**src/rtl/pctd_pkg.sv**
```systemverilog
// Shared types, constants and the hex digit function for the percent-escape decoder.
`timescale 1ns / 1ps

package pctd_pkg;

	localparam logic [7:0] PCT_CHAR = 8'h25;
	localparam int HEX_RADIX = 16;
	localparam int DIGIT_BITS = $clog2(HEX_RADIX);
	localparam int MAX_BYTES = 3;
	localparam int CNT_BITS = $clog2(MAX_BYTES + 1);

	typedef struct packed {
		logic [7:0] in_char;
		logic       in_final;
	} in_word_t;

	typedef struct packed {
		logic [7:0] out_char;
		logic       out_final;
	} out_word_t;

	typedef enum logic [2:0] {
		PH_IDLE  = 3'b001,
		PH_PCT   = 3'b010,
		PH_DIGIT = 3'b100
	} phase_t;

	typedef struct packed {
		logic                                  ok;
		logic [DIGIT_BITS-1:0]                 value;
	} hex_t;

	typedef struct packed {
		logic [CNT_BITS-1:0]                   count;
		logic [MAX_BYTES-1:0][7:0]             bytes;
		phase_t                                next_phase;
		logic [7:0]                            next_held;
	} step_t;

	function automatic hex_t hex_value(input logic [7:0] c);
		hex_t h;
		h.ok = 1'b1;
		h.value = '0;
		if (c >= 8'h30 && c <= 8'h39) begin
			h.value = DIGIT_BITS'(c - 8'h30);
		end else if (c >= 8'h41 && c <= 8'h46) begin
			h.value = DIGIT_BITS'(c - 8'h41 + 8'd10);
		end else if (c >= 8'h61 && c <= 8'h66) begin
			h.value = DIGIT_BITS'(c - 8'h61 + 8'd10);
		end else begin
			h.ok = 1'b0;
		end
		return h;
	endfunction

endpackage

```
**src/rtl/pctd_step.sv**
```systemverilog
// Decode logic for one input word: released bytes and the next escape state.
`timescale 1ns / 1ps

module pctd_step (
	input  pctd_pkg::in_word_t word,
	input  pctd_pkg::phase_t   phase,
	input  logic [7:0]         held,
	output pctd_pkg::step_t    step
);

	pctd_pkg::hex_t cur_hex;
	pctd_pkg::hex_t held_hex;
	logic           starts_escape;

	assign cur_hex = pctd_pkg::hex_value(word.in_char);
	assign held_hex = pctd_pkg::hex_value(held);
	// At the end of a string a '%' cannot open an escape, so it is released as is.
	assign starts_escape = (word.in_char == pctd_pkg::PCT_CHAR) && !word.in_final;

	always_comb begin
		step.count = '0;
		step.bytes = '0;
		step.next_phase = pctd_pkg::PH_IDLE;
		step.next_held = word.in_final ? 8'h00 : held;
		case (phase)
			pctd_pkg::PH_PCT: begin
				if (cur_hex.ok) begin
					if (word.in_final) begin
						step.count = pctd_pkg::CNT_BITS'(2);
						step.bytes[0] = pctd_pkg::PCT_CHAR;
						step.bytes[1] = word.in_char;
					end else begin
						step.next_phase = pctd_pkg::PH_DIGIT;
						step.next_held = word.in_char;
					end
				end else begin
					step.bytes[0] = pctd_pkg::PCT_CHAR;
					if (starts_escape) begin
						step.count = pctd_pkg::CNT_BITS'(1);
						step.next_phase = pctd_pkg::PH_PCT;
					end else begin
						step.count = pctd_pkg::CNT_BITS'(2);
						step.bytes[1] = word.in_char;
					end
				end
			end
			pctd_pkg::PH_DIGIT: begin
				step.next_held = 8'h00;
				if (cur_hex.ok) begin
					step.count = pctd_pkg::CNT_BITS'(1);
					step.bytes[0] = {held_hex.value, cur_hex.value};
				end else begin
					step.bytes[0] = pctd_pkg::PCT_CHAR;
					step.bytes[1] = held;
					if (starts_escape) begin
						step.count = pctd_pkg::CNT_BITS'(2);
						step.next_phase = pctd_pkg::PH_PCT;
					end else begin
						step.count = pctd_pkg::CNT_BITS'(3);
						step.bytes[2] = word.in_char;
					end
				end
			end
			default: begin
				if (starts_escape) begin
					step.next_phase = pctd_pkg::PH_PCT;
				end else begin
					step.count = pctd_pkg::CNT_BITS'(1);
					step.bytes[0] = word.in_char;
				end
			end
		endcase
	end

endmodule

```
**src/rtl/percent_escape_decoder.sv**
```systemverilog
// Top level of the streaming percent-escape decoder.
`timescale 1ns / 1ps
//
// The src channel takes one raw byte per word, with in_final set on the last
// byte of a string. The dst channel gives decoded bytes, with out_final set on
// the last byte released by a final input word. A '%' with two hex digits
// becomes one byte; anything else passes through literally.
// An accepted word is held in an input register, is decoded in one pass,
// and loads a result buffer of up to three bytes that drains one byte per
// cycle while dst is ready. The first byte of a word appears on dst once the
// word has passed the input register and been loaded into the result buffer.
// The rate is one word per cycle while each word releases at most one byte
// and dst is ready. After a word that releases two or three bytes, the next
// word waits in the input register until the buffer's last byte is taken.
// Words that release nothing (an escape's start) never hold up the next word.
// Reset clears the escape state and empties both registers; src_ready is high
// right after reset. When dst stalls, the buffer holds its bytes, the input
// register fills, and src_ready falls until the buffer can take its next load.

module percent_escape_decoder (
	input  logic                 clk,
	input  logic                 arst_n,
	input  logic                 src_valid,
	output logic                 src_ready,
	input  pctd_pkg::in_word_t   src_word,
	output logic                 dst_valid,
	input  logic                 dst_ready,
	output pctd_pkg::out_word_t  dst_word
);

	logic                                          valid_s1;
	pctd_pkg::in_word_t                            word_s1;
	pctd_pkg::phase_t                              phase_q;
	logic [7:0]                                    held_q;
	logic [pctd_pkg::MAX_BYTES-1:0][7:0]           buf_q;
	logic [pctd_pkg::CNT_BITS-1:0]                 count_q;
	logic                                          final_q;
	pctd_pkg::step_t                               step;
	logic                                          take;
	logic                                          load;

	pctd_step u_step (
		.word  (word_s1),
		.phase (phase_q),
		.held  (held_q),
		.step  (step)
	);

	assign take = dst_valid && dst_ready;
	assign load = valid_s1 && ((count_q == '0) ||
		((count_q == pctd_pkg::CNT_BITS'(1)) && take));
	assign src_ready = !valid_s1 || load;

	assign dst_valid = (count_q != '0);
	assign dst_word.out_char = buf_q[0];
	assign dst_word.out_final = final_q && (count_q == pctd_pkg::CNT_BITS'(1));

	always_ff @(posedge clk or negedge arst_n) begin
		if (!arst_n) begin
			valid_s1 <= 1'b0;
		end else if (src_ready) begin
			valid_s1 <= src_valid;
		end
	end

	always_ff @(posedge clk) begin
		if (src_ready && src_valid) begin
			word_s1 <= src_word;
		end
	end

	always_ff @(posedge clk or negedge arst_n) begin
		if (!arst_n) begin
			phase_q <= pctd_pkg::PH_IDLE;
			held_q <= 8'h00;
			count_q <= '0;
		end else if (load) begin
			phase_q <= step.next_phase;
			held_q <= step.next_held;
			count_q <= step.count;
		end else if (take) begin
			count_q <= count_q - pctd_pkg::CNT_BITS'(1);
		end
	end

	always_ff @(posedge clk) begin
		if (load) begin
			buf_q <= step.bytes;
			final_q <= word_s1.in_final;
		end else if (take) begin
			for (int i = 0; i < pctd_pkg::MAX_BYTES - 1; i++) begin
				buf_q[i] <= buf_q[i+1];
			end
			buf_q[pctd_pkg::MAX_BYTES-1] <= 8'h00;
		end
	end

endmodule

```
**config.mk**
```make
export PLATFORM = sky130hd
export DESIGN_NAME = percent_escape_decoder
export DESIGN_NICKNAME = d
export VERILOG_FILES = /design/src/rtl/pctd_pkg.sv /design/src/rtl/pctd_step.sv /design/src/rtl/percent_escape_decoder.sv
export SDC_FILE = /design/constraint.sdc
export NUM_CORES = 1
export LEC_CHECK = 0
export ABC_AREA = 1
export BUFFER_PORTS_ARGS = -buffer_cell sky130_fd_sc_hd__buf_2
export CORE_MARGIN = 4
export CORE_UTILIZATION = 55
export DETAILED_ROUTE_END_ITERATION = 16
export GPL_ROUTABILITY_DRIVEN = 0
export GPL_TIMING_DRIVEN = 1
export PLACE_DENSITY = 0.74
export SYNTH_ARGS = -nofsm -noshare
export SYNTH_HDL_FRONTEND = slang
export SYNTH_SLANG_ARGS = --single-unit
export TNS_END_PERCENT = 50
```
**constraint.sdc**
```tcl
create_clock -name clk -period 2.1 [get_ports clk]
set_input_delay 0.42 -clock clk [delete_from_list [all_inputs] [get_ports clk]]
set_output_delay 0.42 -clock clk [all_outputs]
set_load 0.005 [all_outputs]
```
==> run summary, run 1 <==
Hpwl dp: 4330 microns
Die height: 79.2 microns
Crit. End Element: register
XOR/XNOR share of the synthesized area: 0.00942
GR Util All Layers: 0.213
Top FF cell, synth: edfxtp_1
CTS tree: yes
Worst Skew: 0.00855 ns
Period utilisation layout: 0.949
Area delta synth->final: 10.0%
Simple-gate share of the synthesized area: 0.248
Die width: 79.2 microns
Worst Path Max Fanout: 8
Final TNS setup: 0 ns
Clk slew on worst S/H paths: 0.10 ns
Max layer used: met4
IO Pins: 24
H-tree depth: 2
Layout cells sized above 1: 0.191
Core box area: 4820 sq um
First-pass GRT wire length: 10200 microns
Mean routed wirelength per cell: 14.6 microns
Setup Fix Bufs, Post-CTS: 0
Drt via density: 5.44
Status: finished clean
Fin nets: 371
Commonest cells after routing, fill and taps aside: 87 x nand2_1, 34 x edfxtp_1, 33 x nor2_1
Worst-skew pair later-pin latency: 0.31 ns
Max-Cap Viols: 0
Via count: 2275
M1 WL: 2680 microns
Remaining Overflow, GRT: 0
Setup CP Type: register to register
Final Cell Area: 3070 sq um
Syn_nets: 347
Starting Density: 0.579
Mapped Area: 2790 sq um
Post-synth top area share: 0.366
Cells after Synth: 326
Vias in the first global route: 2175
Lkg Pwr: 1.34 nW
Final Hold Vio Count: 0
Distinct cells, synth: 35
Synth area leader: edfxtp_1
CP startpoint kind: register
Most common cell after layout, fill and taps aside: nand2_1
RSZ-0062 raised after global routing: false
Initial antenna violation count: 0
Hold/Removal Path Class: primary input to register
Port bufs: 23
Synth Warn #: 0
Yosys reg bits: 48
1st-iter DRT viols: 145
Placement Rows: 25
Placed Instance Area: 2940 sq um
Largest family of logic cells by synthesized area: simple AND/OR/NAND/NOR gates
Root buffer cell: clkbuf_8
Fin crit period: 1.99 ns
Ant. Diodes: 0
Max Slew Vio Count: 0
Worst slew margin: 0.768
Multiplexer area fraction after synthesis: 0
Routed wl met3: 439 microns
Sequential element share of the synthesized area: 0.492
Compound-gate portion of the synthesized area: 0.127
VDD IR max: 0.879 mV
Routed wl met2: 2790 microns
Setup Viol. Count Final: 0
DRC Markers: 0
Worst-Margin Slew: 0.349 ns
Largest net degree at the start of global routing: 28
Maximum clock path buffer count: 2
TritonRoute pass-1 iters: 5
Post-route ant nets: 0
Die area: 6280 sq um
Avg Cell Area, Syn: 8.56 sq um
Num CTS Buffers: 5
Final WL: 6080 microns
CP required: 2.15 ns
EDFF count, synth: 34
PwrDens: 1130 nW/um^2
Post-synthesis adder-cell area fraction: 0.0359
CP arrival: 2.04 ns
Synth area leaders: edfxtp_1 37%, nand2_1 12%, dfrtp_1 12%, o21ai_0 5.2%, inv_1 4.6%
Fmax: 0.502 GHz
Asr flop ratio synth: 0.292
Clock sinks: 48
[power breakdown]
part           total [mW]  internal [mW]  switching, mW
logic                1.16          0.393          0.764
registers            1.60           1.47          0.135
clock network       0.699          0.359          0.340
total                3.46           2.22           1.24
[cell type report]
type,instances,area [sq um]
multi-input combinational,226,1180
sequential,48,1380
clock inverter,3,46.3
clock buffer,5,68.8
timing repair buffer,31,178
fill,417,1750
tap,67,83.8
inverter,38,143
[worst max-delay path: stages (launching register included)]
cell and delay, ns:
edfxtp_1 0.50, inv_2 0.17, ha_1 0.20, nand2_1 0.07, nand3_2 0.09, nand2_4 0.09
nand2_4 0.13, nand2_4 0.10, nand2_1 0.12, o21ai_0 0.10, nand2_1 0.08, nand4_1 0.08
[kinds of logic after synthesis]
family	Yosys count
xor+xnor	3
fa+ha+maj	8
simple gates	155
flops	48
compound gates	60
buf+inv	52
[cells in the mapped netlist, types with 2 or more instances]
library cell and number:
a21oi_1 11, a22oi_1 3, a31oi_1 2, buf_4 9, buf_6 2, clkbuf_1 3
dfrtp_1 13, edfxtp_1 34, ha_1 8, inv_1 34, inv_2 3, nand2_1 87
nand2_2 2, nand2_4 3, nand3_1 13, nand3_2 4, nand3b_1 2, nand4_1 3
nor2_1 34, nor3_1 4, o211ai_1 2, o21ai_0 29, o21ai_2 7, xor2_1 3
[flip-flops by register name, summed over array words and instances, names as in the netlist]
signal,cells
word_s1,9
held_q,8
buf_q,16
count_q,2
dst_word,8
final_q,1
phase_q,3
valid_s1,1
[path summary, 6_finish.rpt]
path | startpoint | end | slack (ns) | depth (start not counted)
max | word_s1[1]$_DFFE_PP_ | dst_word[6]$_DFFE_PP_ | 0.11 | 11
min | src_word[0] | word_s1[0]$_DFFE_PP_ | 0.28 | 1
max reg2reg | word_s1[1]$_DFFE_PP_ | dst_word[6]$_DFFE_PP_ | 0.11 | 11
min reg2reg | phase_q[0]$_DFFE_PN1P_ | phase_q[0]$_DFFE_PN1P_ | 0.51 | 2
max in group asynchronous | arst_n | phase_q[0]$_DFFE_PN1P_ | 1.28 | 2
min in group asynchronous | arst_n | count_q[1]$_DFFE_PN0P_ | 0.53 | 2
[metrics by stage]
step                      total power [mW]  utilization  hold slack [ns]  std cells  worst slack [ns]
after floorplan                       2.50            -            0.124        326             0.357
after global placement                2.75        0.610            0.336        409            0.0658
after detailed placement              2.77        0.610            0.339        409            0.0652
after CTS                             3.46        0.636            0.273        418            0.0664
after global routing                  3.70        0.637            0.273        418           0.00359
final                                 3.46        0.637            0.275        418             0.107
[layer usage]
metal	up-vias	GRT usage
met4	0	0.0911
met3	18	0.0431
met1	1031	0.277
met5	-	0
met2	107	0.343
li1	1119	-
[timing repair]
item	4_1_cts	5_1_grt
resized for setup	0	5
hold endpoints to repair	8	0
hold buffers	1	0
setup endpoints to repair	0	17
No activity file was read; power rests on OpenSTA's default activity.
==> run 2: changes to the inputs <==
==> constraint.sdc (replaced) <==
create_clock -name clk -period 2.1 [get_ports clk]
set_input_delay 0.105 -clock clk [delete_from_list [all_inputs] [get_ports clk]]
set_output_delay 0.105 -clock clk [all_outputs]
set_load 0.005 [all_outputs]
==> run 2 against run 1 <==
  * Non-clock buffer count increased by 9
  * Total power increased by 0.53%
  * Combinational power about the same
  * Sequential share of layout area decreased by 1.3 points
  * Register-to-register slack about the same
  * Largest power group unchanged
  * First-iteration DRC count decreased by 10%
==> run summary, run 2 (synthesis results as in run 1) <==
TritonRoute pass-1 iters: 5 (unchanged)
Via count: 2316 (+1.8%)
Final WL: 6280 microns (+3.2%)
Biggest regs: buf_q x16, word_s1 x9
Die height: 79.2 microns (unchanged)
Worst Skew: 0.00861 ns (+0.0000576 ns)
Total Power: 3.48 mW (+0.53%)
Crit path to: dst_word[6]$_DFFE_PP_
Placement Rows: 25 (unchanged)
Starting Density: 0.579 (unchanged)
Mean routed wirelength per cell: 14.7 microns (+1.0%)
Register area: 1380 sq um (unchanged)
Die width: 79.2 microns (unchanged)
PwrDens: 1100 nW/um^2 (-2.3%)
Core box area: 4820 sq um (unchanged)
Post-route ant nets: 0 (unchanged)
Clock sinks: 48 (unchanged)
Fin nets: 380 (+2.4%)
Period utilisation layout: 0.947 (-0.00155)
Setup Viol. Count Final: 0 (unchanged)
Final TNS setup: 0 ns (unchanged)
Reg2reg end: dst_word[6]$_DFFE_PP_
Setup CP Type: register to register
Most flop-heavy register: buf_q
Final Hold Vio Count: 0 (unchanged)
CP arrival: 2.04 ns (about the same)
H-tree depth: 2 (unchanged)
Most common cell after layout, fill and taps aside: nand2_1
GR Util All Layers: 0.219 (+0.00630)
CTS tree: yes
Die area: 6280 sq um (unchanged)
Initial antenna violation count: 0 (unchanged)
Worst Path Max Fanout: 8 (unchanged)
Worst Reg-to-Reg Cells: 11 (unchanged)
Crit-path slowest cell: edfxtp_1
First-pass GRT wire length: 10600 microns (+3.0%)
Commonest cells after routing, fill and taps aside: 87 x nand2_1, 34 x edfxtp_1, 33 x nor2_1
Layout cells sized above 1: 0.186 (-0.00477)
Largest net degree at the start of global routing: 28 (unchanged)
Root buffer cell: clkbuf_8
Worst-Margin Slew: 0.351 ns (+0.00261 ns)
CP required: 2.15 ns (about the same)
Crit. End Element: register
Lkg Pwr: 1.38 nW (+2.8%)
R2R Setup Slk: 0.11 ns (about the same)
Worst-skew pair later-pin latency: 0.31 ns (about the same)
Placed cells: 409 (unchanged)
CP peak stage delay: 0.50 ns (about the same)
Max Slew Vio Count: 0 (unchanged)
1st-iter DRT viols: 130 (-10%)
Maximum clock path buffer count: 2 (unchanged)
Drt via density: 5.42 (-0.34%)
Port bufs: 23 (unchanged)
RSZ-0062 raised after global routing: false
Remaining Overflow, GRT: 0 (unchanged)
Ant. Diodes: 0 (unchanged)
Fin crit period: 1.99 ns (-0.00326 ns)
Hold depth: 3 (+2)
CP startpoint kind: register
Vias in the first global route: 2238 (+2.9%)
RR Startpoint: word_s1[1]$_DFFE_PP_
CP startpoint: word_s1[1]$_DFFE_PP_
Critical path, cell by cell: inv_2 > ha_1 > nand2_1 > nand3_2 > nand2_4 > nand2_4 > nand2_4 > nand2_1 > o21ai_0 > nand2_1 > nand4_1
Fill count: 404 (-3.1%)
Status: finished clean
Hold/Removal Path Class: primary input to register
Num CTS Buffers: 5 (unchanged)
Area delta synth->final: 13.3%
Worst slew margin: 0.766 (-0.00174)
Hpwl dp: 4330 microns (unchanged)
Area occupied by multi-input gates: 1180 sq um (unchanged)
Max-Cap Viols: 0 (unchanged)
IO Pins: 24 (unchanged)
Clk slew on worst S/H paths: 0.10 ns (about the same)
VDD IR max: 0.880 mV (about the same)
Fmax: 0.503 GHz (+0.16%)
DRC Markers: 0 (unchanged)
Fin cells: 427 (+2.2%)
Max FFs per register: 16 (unchanged)
-- run 2: timing repair --
item	4_1_cts	5_1_grt
setup endpoints to repair	0	17
setup buffers	0	0
endpoints found under the hold margin	23	0
hold buffers	10	0
resized for setup	0	5
-- run 2: stage by stage --
stage | setup WS (ns) | util | instance area (sq um) | hold WS (ns)
2_1_floorplan | 0.357 | - | 2790 | -0.191
3_3_place_gp | 0.0658 | 0.610 | 2940 | 0.0212
3_5_place_dp | 0.0652 | 0.610 | 2940 | 0.0240
4_1_cts | 0.0664 | 0.655 | 3160 | 0.00840
5_1_grt | 0.00359 | 0.656 | 3160 | 0.0397
6_report | 0.111 | 0.656 | 3160 | 0.00679
-- run 2: power by group --
part           internal, mW  switching, mW
registers              1.47          0.135
logic                 0.404          0.769
clock network         0.359          0.342
-- run 2: area by class of cell --
cell class	count	share of cell area
flip-flops and latches	48	0.435
clock inverters	3	0.0146
inverters	38	0.0451
well taps	67	0.0265
repair buffers	40	0.0847
clock buffers	5	0.0218
multi-input cells	226	0.372
-- run 2: worst min-delay path by stage --
stage / slack (ns) / end / from
6_report: 0.007 / valid_s1$_DFFE_PN0N_ / src_valid
5_1_grt: 0.04 / valid_s1$_DFFE_PN0N_ / src_valid
4_1_cts: 0.008 / valid_s1$_DFFE_PN0N_ / src_valid
3_5_place_dp: 0.02 / count_q[1]$_DFFE_PN0P_ / arst_n
3_3_place_gp: 0.02 / count_q[1]$_DFFE_PN0P_ / arst_n
2_1_floorplan: -0.19 / count_q[0]$_DFFE_PN0P_ / arst_n
-- run 2: metal layers --
| layer | GRT usage | wire length [microns] | vias up |
|---|---|---|---|
| met5 | 0 | 0 | - |
| met4 | 0.0911 | 204 | 0 |
| met3 | 0.0454 | 416 | 20 |
| met2 | 0.360 | 2920 | 105 |
| met1 | 0.280 | 2740 | 1051 |
| li1 | - | - | 1140 |
-- run 2: critical path: cells and delay by family (launching register included) --
kind	cells	cell delay, ns
AO/OA/AOI/OAI	1	0.10
adder cells (fa/ha/maj)	1	0.20
buffers and inverters	1	0.17
flip-flops	1	0.50
AND/OR/NAND/NOR	8	0.76
